## config.mk

```make
export PLATFORM = sky130hd
export DESIGN_NAME = best_priority_tie_set_tracker
export DESIGN_NICKNAME = d
export VERILOG_FILES = /design/src/rtl/core/bptst_pkg.sv /design/src/rtl/core/best_priority_tie_set_tracker.sv
export SDC_FILE = /design/constraint.sdc
export NUM_CORES = 1
export LEC_CHECK = 0
export BUFFER_PORTS_ARGS = -buffer_cell sky130_fd_sc_hd__clkbuf_2
export CAP_MARGIN = 20
export CORE_ASPECT_RATIO = 0.9
export CORE_MARGIN = 3
export CORE_UTILIZATION = 50
export DETAILED_ROUTE_END_ITERATION = 10
export GPL_TIMING_DRIVEN = 0
export PLACE_DENSITY = 0.72
export SYNTH_ARGS = -nofsm -noshare
export SYNTH_HDL_FRONTEND = slang
export SYNTH_SLANG_ARGS = --single-unit
export TNS_END_PERCENT = 50
```

## constraint.sdc

```tcl
create_clock -name clk_i -period 11 [get_ports clk_i]
set_clock_uncertainty 0.2 [all_clocks]
set_input_delay 1.65 -clock clk_i [delete_from_list [all_inputs] [get_ports clk_i]]
set_output_delay 1.65 -clock clk_i [all_outputs]
set_load 0.02 [all_outputs]
```

## src/rtl/core/bptst_pkg.sv

```systemverilog
// Package for the best priority tie set tracker.
// Holds the transaction payload types, command codes and status codes.
// Depends on nothing; imported by best_priority_tie_set_tracker.
package bptst_pkg;

  localparam int unsigned KEY_W = 40;

  localparam logic [1:0] CMD_ADD   = 2'd0;
  localparam logic [1:0] CMD_RESET = 2'd1;
  localparam logic [1:0] CMD_READ  = 2'd2;

  typedef enum logic [3:0] {
    STAT_FIRST     = 4'd0,
    STAT_REPLACED  = 4'd1,
    STAT_APPENDED  = 4'd2,
    STAT_WORSE     = 4'd3,
    STAT_DUPLICATE = 4'd4,
    STAT_OVERFLOW  = 4'd5,
    STAT_RESET     = 4'd6,
    STAT_READ_OK   = 4'd7,
    STAT_READ_BAD  = 4'd8
  } status_e;

  typedef struct packed {
    logic [1:0]  command;
    logic [31:0] symbol_handle;
    logic [15:0] scope_depth;
    logic [7:0]  visibility_rank;
    logic [15:0] search_order;
    logic [3:0]  read_index;
  } in_t;

  typedef struct packed {
    status_e     status;
    logic [4:0]  candidate_count;
    logic        ambiguous;
    logic [31:0] read_handle;
  } out_t;

endpackage

```

## src/rtl/core/best_priority_tie_set_tracker.sv

```systemverilog
// Best priority tie set tracker: keeps the best three-part priority seen so far
// and the distinct handles tied at it, in a one-port synchronous handle memory.
// Depends on bptst_pkg for the payload types and the command and status codes.
//
// Use: every input transaction carries an add, reset or read command and gives
// exactly one output transaction, in order. Both channels use valid/ready.
// The block works on one transaction at a time. Reset, worse, first and better
// adds and out-of-range reads finish in the execute state; an in-range read
// first waits for the registered memory read, and an add that ties the best
// priority first scans the held handles for a duplicate, reading one held
// handle per cycle through the single memory read port. Input ready rises at
// the edge that registers the result, so the next transaction is taken only
// after that. Input is taken while a result still waits in the output
// register; a stalled receiver only holds the next result at its last step,
// and no memory write happens until that result can be registered.
// Reset clears the best priority and the count at once; the handle memory has
// no clearing pass, since only slots below the count are ever read.
module best_priority_tie_set_tracker
  import bptst_pkg::*;
#(
  parameter int unsigned MAX_CANDIDATES = 16,
  parameter int unsigned HANDLE_BITS    = 32
) (
  input  logic clk_i,
  input  logic rst_ni,
  input  logic in_valid_i,
  output logic in_ready_o,
  input  in_t  in_data_i,
  output logic out_valid_o,
  input  logic out_ready_i,
  output out_t out_data_o
);

  localparam int unsigned CNT_W = $clog2(MAX_CANDIDATES + 1);
  localparam int unsigned IDX_W = $clog2(MAX_CANDIDATES);
  localparam int unsigned CMP_W = (CNT_W > 4) ? CNT_W : 4;

  typedef enum logic [1:0] {
    S_IDLE,
    S_EXEC,
    S_RD_WAIT,
    S_SCAN
  } state_e;

  // Control state.
  state_e             state_q, state_d;
  logic               best_valid_q, best_valid_d;
  logic [KEY_W-1:0]   best_key_q, best_key_d;
  logic [CNT_W-1:0]   count_q, count_d;
  logic [CNT_W-1:0]   scan_addr_q, scan_addr_d;
  logic               pend_q, pend_d;
  logic               out_valid_q, out_valid_d;
  out_t               out_q, out_d;
  in_t                item_q, item_d;

  // Handle memory with a registered read port.
  logic [HANDLE_BITS-1:0] held_mem_q [MAX_CANDIDATES];
  logic [HANDLE_BITS-1:0] rdata_q;
  logic                   mem_we;
  logic [IDX_W-1:0]       mem_waddr;
  logic                   mem_re;
  logic [IDX_W-1:0]       mem_raddr;

  // Helpers derived from the held transaction.
  logic [HANDLE_BITS+31:0] handle_ext;
  logic [HANDLE_BITS-1:0]  handle;
  logic [HANDLE_BITS+31:0] rdata_ext;
  logic [KEY_W-1:0]        key;
  logic [CMP_W-1:0]        rd_idx_ext;
  logic [CMP_W-1:0]        count_ext;
  logic [CNT_W+4:0]        count_out_ext;
  logic                    slot_free;
  logic                    scan_hit;
  logic                    finish;
  status_e                 res_status;
  logic [31:0]             res_handle;

  // The handle is kept to HANDLE_BITS: truncated when narrower, zero-extended
  // when wider. Read data goes back to the 32-bit port the same way.
  assign handle_ext = {{HANDLE_BITS{1'b0}}, item_q.symbol_handle};
  assign handle     = handle_ext[HANDLE_BITS-1:0];
  assign rdata_ext  = {32'd0, rdata_q};

  // Priority keys concatenated so a single compare orders them key by key.
  assign key = {item_q.scope_depth, item_q.visibility_rank, item_q.search_order};

  assign rd_idx_ext = CMP_W'(item_q.read_index);
  assign count_ext  = CMP_W'(count_q);

  // The output register can take a new result this cycle.
  assign slot_free = !out_valid_q || out_ready_i;

  // Data registered last cycle matches the offered handle.
  assign scan_hit = pend_q && (rdata_q == handle);

  assign in_ready_o  = (state_q == S_IDLE);
  assign out_valid_o = out_valid_q;
  assign out_data_o  = out_q;

  always_comb begin
    state_d      = state_q;
    best_valid_d = best_valid_q;
    best_key_d   = best_key_q;
    count_d      = count_q;
    scan_addr_d  = scan_addr_q;
    pend_d       = pend_q;
    item_d       = item_q;
    mem_we       = 1'b0;
    mem_waddr    = '0;
    mem_re       = 1'b0;
    mem_raddr    = scan_addr_q[IDX_W-1:0];
    finish       = 1'b0;
    res_status   = STAT_READ_BAD;
    res_handle   = '0;

    unique case (state_q)
      S_IDLE: begin
        if (in_valid_i) begin
          item_d  = in_data_i;
          state_d = S_EXEC;
        end
      end

      S_EXEC: begin
        case (item_q.command)
          CMD_ADD: begin
            if (!best_valid_q || (key < best_key_q)) begin
              // First candidate, or a strictly better one: restart the set.
              if (slot_free) begin
                mem_we       = 1'b1;
                mem_waddr    = '0;
                best_valid_d = 1'b1;
                best_key_d   = key;
                count_d      = CNT_W'(1);
                finish       = 1'b1;
                res_status   = best_valid_q ? STAT_REPLACED : STAT_FIRST;
              end
            end else if (key > best_key_q) begin
              if (slot_free) begin
                finish     = 1'b1;
                res_status = STAT_WORSE;
              end
            end else begin
              scan_addr_d = '0;
              pend_d      = 1'b0;
              state_d     = S_SCAN;
            end
          end
          CMD_RESET: begin
            if (slot_free) begin
              best_valid_d = 1'b0;
              best_key_d   = '0;
              count_d      = '0;
              finish       = 1'b1;
              res_status   = STAT_RESET;
            end
          end
          default: begin
            // Read, with the unused command code treated the same way.
            if (rd_idx_ext < count_ext) begin
              mem_re    = 1'b1;
              mem_raddr = rd_idx_ext[IDX_W-1:0];
              state_d   = S_RD_WAIT;
            end else if (slot_free) begin
              finish     = 1'b1;
              res_status = STAT_READ_BAD;
            end
          end
        endcase
      end

      S_RD_WAIT: begin
        if (slot_free) begin
          finish     = 1'b1;
          res_status = STAT_READ_OK;
          res_handle = rdata_ext[31:0];
        end
      end

      S_SCAN: begin
        if (scan_hit) begin
          if (slot_free) begin
            finish     = 1'b1;
            res_status = STAT_DUPLICATE;
          end
        end else if (scan_addr_q < count_q) begin
          mem_re      = 1'b1;
          mem_raddr   = scan_addr_q[IDX_W-1:0];
          scan_addr_d = scan_addr_q + CNT_W'(1);
          pend_d      = 1'b1;
        end else if (slot_free) begin
          // Every held handle differs from the offered one.
          finish = 1'b1;
          if (count_q >= CNT_W'(MAX_CANDIDATES)) begin
            res_status = STAT_OVERFLOW;
          end else begin
            mem_we     = 1'b1;
            mem_waddr  = count_q[IDX_W-1:0];
            count_d    = count_q + CNT_W'(1);
            res_status = STAT_APPENDED;
          end
        end
      end

      default: begin
        state_d = S_IDLE;
      end
    endcase

    if (finish) begin
      state_d = S_IDLE;
    end
  end

  assign count_out_ext = {5'd0, count_d};

  always_comb begin
    out_d.status          = res_status;
    out_d.candidate_count = count_out_ext[4:0];
    out_d.ambiguous       = (count_d > CNT_W'(1));
    out_d.read_handle     = res_handle;
    out_valid_d           = finish ? 1'b1 : (out_valid_q && !out_ready_i);
  end

  always_ff @(posedge clk_i or negedge rst_ni) begin
    if (!rst_ni) begin
      state_q      <= S_IDLE;
      best_valid_q <= 1'b0;
      best_key_q   <= '0;
      count_q      <= '0;
      scan_addr_q  <= '0;
      pend_q       <= 1'b0;
      out_valid_q  <= 1'b0;
    end else begin
      state_q      <= state_d;
      best_valid_q <= best_valid_d;
      best_key_q   <= best_key_d;
      count_q      <= count_d;
      scan_addr_q  <= scan_addr_d;
      pend_q       <= pend_d;
      out_valid_q  <= out_valid_d;
    end
  end

  // Payload registers carry no reset.
  always_ff @(posedge clk_i) begin
    item_q <= item_d;
    if (finish) begin
      out_q <= out_d;
    end
  end

  // Writes happen only when a transaction completes and reads only while one
  // is in progress, so a read never meets a write to the same slot.
  always_ff @(posedge clk_i) begin
    if (mem_we) begin
      held_mem_q[mem_waddr] <= handle;
    end
    if (mem_re) begin
      rdata_q <= held_mem_q[mem_raddr];
    end
  end

  // A best priority exists exactly when the set holds at least one handle.
  assert property (@(posedge clk_i) disable iff (!rst_ni)
    best_valid_q == (count_q != '0))
    else $error("best priority and held count disagree");

  // The set never grows past its capacity.
  assert property (@(posedge clk_i) disable iff (!rst_ni)
    count_q <= CNT_W'(MAX_CANDIDATES))
    else $error("held count beyond capacity");

  // The duplicate scan never runs past the held handles.
  assert property (@(posedge clk_i) disable iff (!rst_ni)
    (state_q == S_SCAN) |-> (scan_addr_q <= count_q))
    else $error("duplicate scan address beyond held count");

endmodule
```

==> impl_metrics.env <==
export IMPL_async_flop_share_pct=7.65
export IMPL_max_cap_viol_count=0
export IMPL_busiest_layer="met2"
export IMPL_drive_gt1_share_pct=17.5
export IMPL_p_leak_nw=12.3
export IMPL_final_hold_violation_count=0
export IMPL_syn_inst=1643
export IMPL_grt_pass1_vias=15900
export IMPL_syn_to_final_growth_pct=16.8
export IMPL_drc=0
export IMPL_dp_cells=2577
export IMPL_p_per_area_nw_per_um2=263
export IMPL_route_vias_total=15900
export IMPL_dieArea_um2=59400
export IMPL_hold_path_startpoint="pend_q$_DFFE_PN0P_"
export IMPL_fp_coreArea_um2=55800
export IMPL_startpoint="item_q[15]$_DFFE_PP_"
export IMPL_num_nets_final=2028
export IMPL_fin_crit_sh_pct=47.3
export IMPL_cts_tree="yes"
export IMPL_drt_iter0_markers=1741
export IMPL_cp_slowest_cell="nor3_2"
export IMPL_mostFrequentLayoutCell="edfxtp_1"
export IMPL_postCtsHoldBufs=0
export IMPL_grtUsageMet3_pct=3.88
export IMPL_rsz0062_at_grt="no"
export IMPL_use_met1_pct=31.0
export IMPL_fin_cells=2710
export IMPL_grt_overflow=0
export IMPL_reg2reg_from="item_q[15]$_DFFE_PP_"
export IMPL_ant_nets=0
export IMPL_clkTransAtPathRegs_ns=0.06
export IMPL_syn_num_nets=1776
export IMPL_clockBufferDepth=3
export IMPL_worstPathMaxFanout=9
export IMPL_final_cell_mix="664 x edfxtp_1, 262 x mux2i_1, 129 x o22ai_1"
export IMPL_antenna_found_initial=4
export IMPL_start_kind="flip-flop"
export IMPL_synth_area_um2=28300
export IMPL_synth_seq_area_share_pct=75.4
export IMPL_crit_path_end_kind="flip-flop"
export IMPL_tightest_slew_ns=1.07
export IMPL_grtUsageTotal_pct=22.6
export IMPL_cts_buffers=71
export IMPL_synth_cell_types=53
export IMPL_die_x_um=257
export IMPL_via_per_inst=5.86
export IMPL_place_hpwl_um=44500
export IMPL_post_cts_buffers=0
export IMPL_ys_warn_count=0
export IMPL_grt_pass1_wl_um=99500
export IMPL_worstPathRequired_ns=11.11
export IMPL_slowest_delay_ns=0.89
export IMPL_insertion_delay_ns=0.62
export IMPL_setup_tns_ns=0
export IMPL_critPathBufInv=3
export IMPL_status="completed"
export IMPL_min_period_ns=5.20
export IMPL_wl_per_cell_um=24.8
export IMPL_cts_root_buffer="clkbuf_16"
export IMPL_dr_pass1_iters=5
export IMPL_clock_sinks=719
export IMPL_cpLargestDelayFamily="compound AO/OA/AOI/OAI gates"
export IMPL_fmax_mhz=192
export IMPL_peakVddDrop_mv=0.141
export IMPL_die_height_um=232
export IMPL_synthFlopType="edfxtp_1"
export IMPL_use_met2_pct=36.8
export IMPL_row_count=82
export IMPL_cts_repair_resize_count=0
export IMPL_drt_wl_total_um=67100
export IMPL_setup_ws_ns=5.80
export IMPL_start_util_pct=50.6
export IMPL_cts_htree_levels=3
export IMPL_grt_max_degree=59
export IMPL_cp_cell_sequence="ha_1 > a21oi_1 > o21ai_0 > a221o_1 > o31a_1 > o31ai_1 > and4_1 > clkbuf_1 > a31oi_1 > nor3_2 > buf_8 > buf_6"
export IMPL_maxSlewViolCount=0
export IMPL_arrival_ns=5.31
export IMPL_io_buffers=125
export IMPL_relSlewSlack_pct=28.3
export IMPL_synth_edff_count=664
export IMPL_critPathKind="reg2reg"
export IMPL_syn_avg_cell_area_um2=17.2
export IMPL_place_ws_ns=5.91
export IMPL_synth_seq_cells=719
export IMPL_hp_class="reg2reg"
export IMPL_io_pins=126
export IMPL_setup_viol=0
export IMPL_place_gp_congestion=0.858
==> sequential cells by signal, summed over array words and instances (netlist names), 2 cells and up <==
signal / cells
scan_addr_q: 5
handle: 32
state_q: 2
best_key_q: 40
rdata_q: 32
item_q: 46
count_ext: 5
out_data_o: 42
held_mem_q: 512
==> cell usage after synthesis (all sizes together) (2+ instances only) <==
master / number / area, um2
nor2b: 3 / 18.8
o31a: 2 / 17.5
o22ai: 129 / 807
or3: 2 / 12.5
and2: 37 / 231
nor2: 22 / 82.6
a31oi: 3 / 18.8
or4: 32 / 240
nand2b: 7 / 43.8
nand4: 14 / 87.6
mux2: 2 / 22.5
a211oi: 6 / 45.0
a22o: 41 / 359
a211o: 5 / 43.8
clkbuf: 36 / 135
o21a: 2 / 15.0
o31ai: 4 / 30.0
and4: 2 / 17.5
a41oi: 3 / 45.1
nor3: 14 / 70.1
edfxtp: 664 / 19900
a21o: 7 / 52.6
a221o: 2 / 20.0
a21oi: 26 / 130
nand2: 38 / 143
xor2: 4 / 35.0
and3: 3 / 18.8
o21bai: 2 / 15.0
mux2i: 262 / 2620
nand3: 19 / 95.1
buf: 34 / 183
inv: 51 / 191
o21ai: 11 / 55.1
dfrtp: 55 / 1380
ha: 51 / 638
xnor2: 28 / 245
nor4: 9 / 56.3
==> final cells by class <==
type	instances	area, um2
Antenna cell	3	7.51
Buffer	70	318
Clock buffer	84	1890
Clock inverter	45	517
Fill cell	4101	22800
Inverter	52	196
Multi-Input combinational cell	802	6540
Sequential cell	719	21300
Tap cell	756	946
Timing Repair Buffer	179	1270
==> stage by stage <==
stage | hold WS, ns | area [um2] | total power, W | util (%)
floorplan | 0.241 | 28300 | 0.00535 | -
global placement | 0.268 | 29800 | 0.00615 | 53.4
detailed placement | 0.273 | 30600 | 0.00625 | 54.8
CTS | 0.295 | 33000 | 0.00872 | 59.1
global route | 0.318 | 33000 | 0.00903 | 59.1
finish | 0.291 | 33000 | 0.00868 | 59.1
==> layer usage <==
layer	routed length [um]	up-vias	share of wire, %
met1	27600	8034	41
met2	32200	676	48
li1	-	7031	-
met3	5080	151	7.6
met5	0	-	0
met4	2190	0	3.3
==> worst paths after layout <==
check / end / slack, ns / cells after the start
setup / recovery: held_mem_q[2][21]$_DFFE_PP_ / 5.80 / 12
hold / removal: pend_q$_DFFE_PN0P_ / 0.29 / 1
setup reg to reg: held_mem_q[2][21]$_DFFE_PP_ / 5.80 / 12
hold reg to reg: pend_q$_DFFE_PN0P_ / 0.29 / 1
max in group asynchronous: best_valid_q$_DFFE_PN0P_ / 9.13 / 1
min in group asynchronous: best_key_q[18]$_DFFE_PN0P_ / 0.97 / 1
==> report_power, final <==
group	leakage [nW]	internal (W)	total [W]	switching (W)
Sequential	6.76	0.00350	0.00375	0.000247
Combinational	4.35	0.000913	0.00246	0.00154
Clock	1.16	0.00145	0.00248	0.00103
==> cell families (layout without fill, tap and decap cells) <==
| logic type | Yosys count | in the layout | synth area share [%] |
|---|---|---|---|
| other cells | 0 | 3 | 0 |
| simple gates | 203 | 203 | 3.99 |
| compound gates | 252 | 252 | 6.14 |
| fa+ha+maj | 51 | 51 | 2.26 |
| buf+inv | 122 | 430 | 1.82 |
| flops | 719 | 719 | 75.4 |
| mux | 264 | 264 | 9.36 |
| xor+xnor | 32 | 32 | 0.992 |
==> worst register-to-register path, stage by stage, from the launching register on <==
cell      delay (ns)
edfxtp_1        0.41
ha_1            0.33
a21oi_1         0.16
o21ai_0         0.18
a221o_1         0.36
o31a_1          0.27
o31ai_1         0.75
and4_1          0.29
clkbuf_1        0.37
a31oi_1         0.26
nor3_2          0.89
buf_8           0.24
buf_6           0.19
Power figures use the tool's default switching activity.
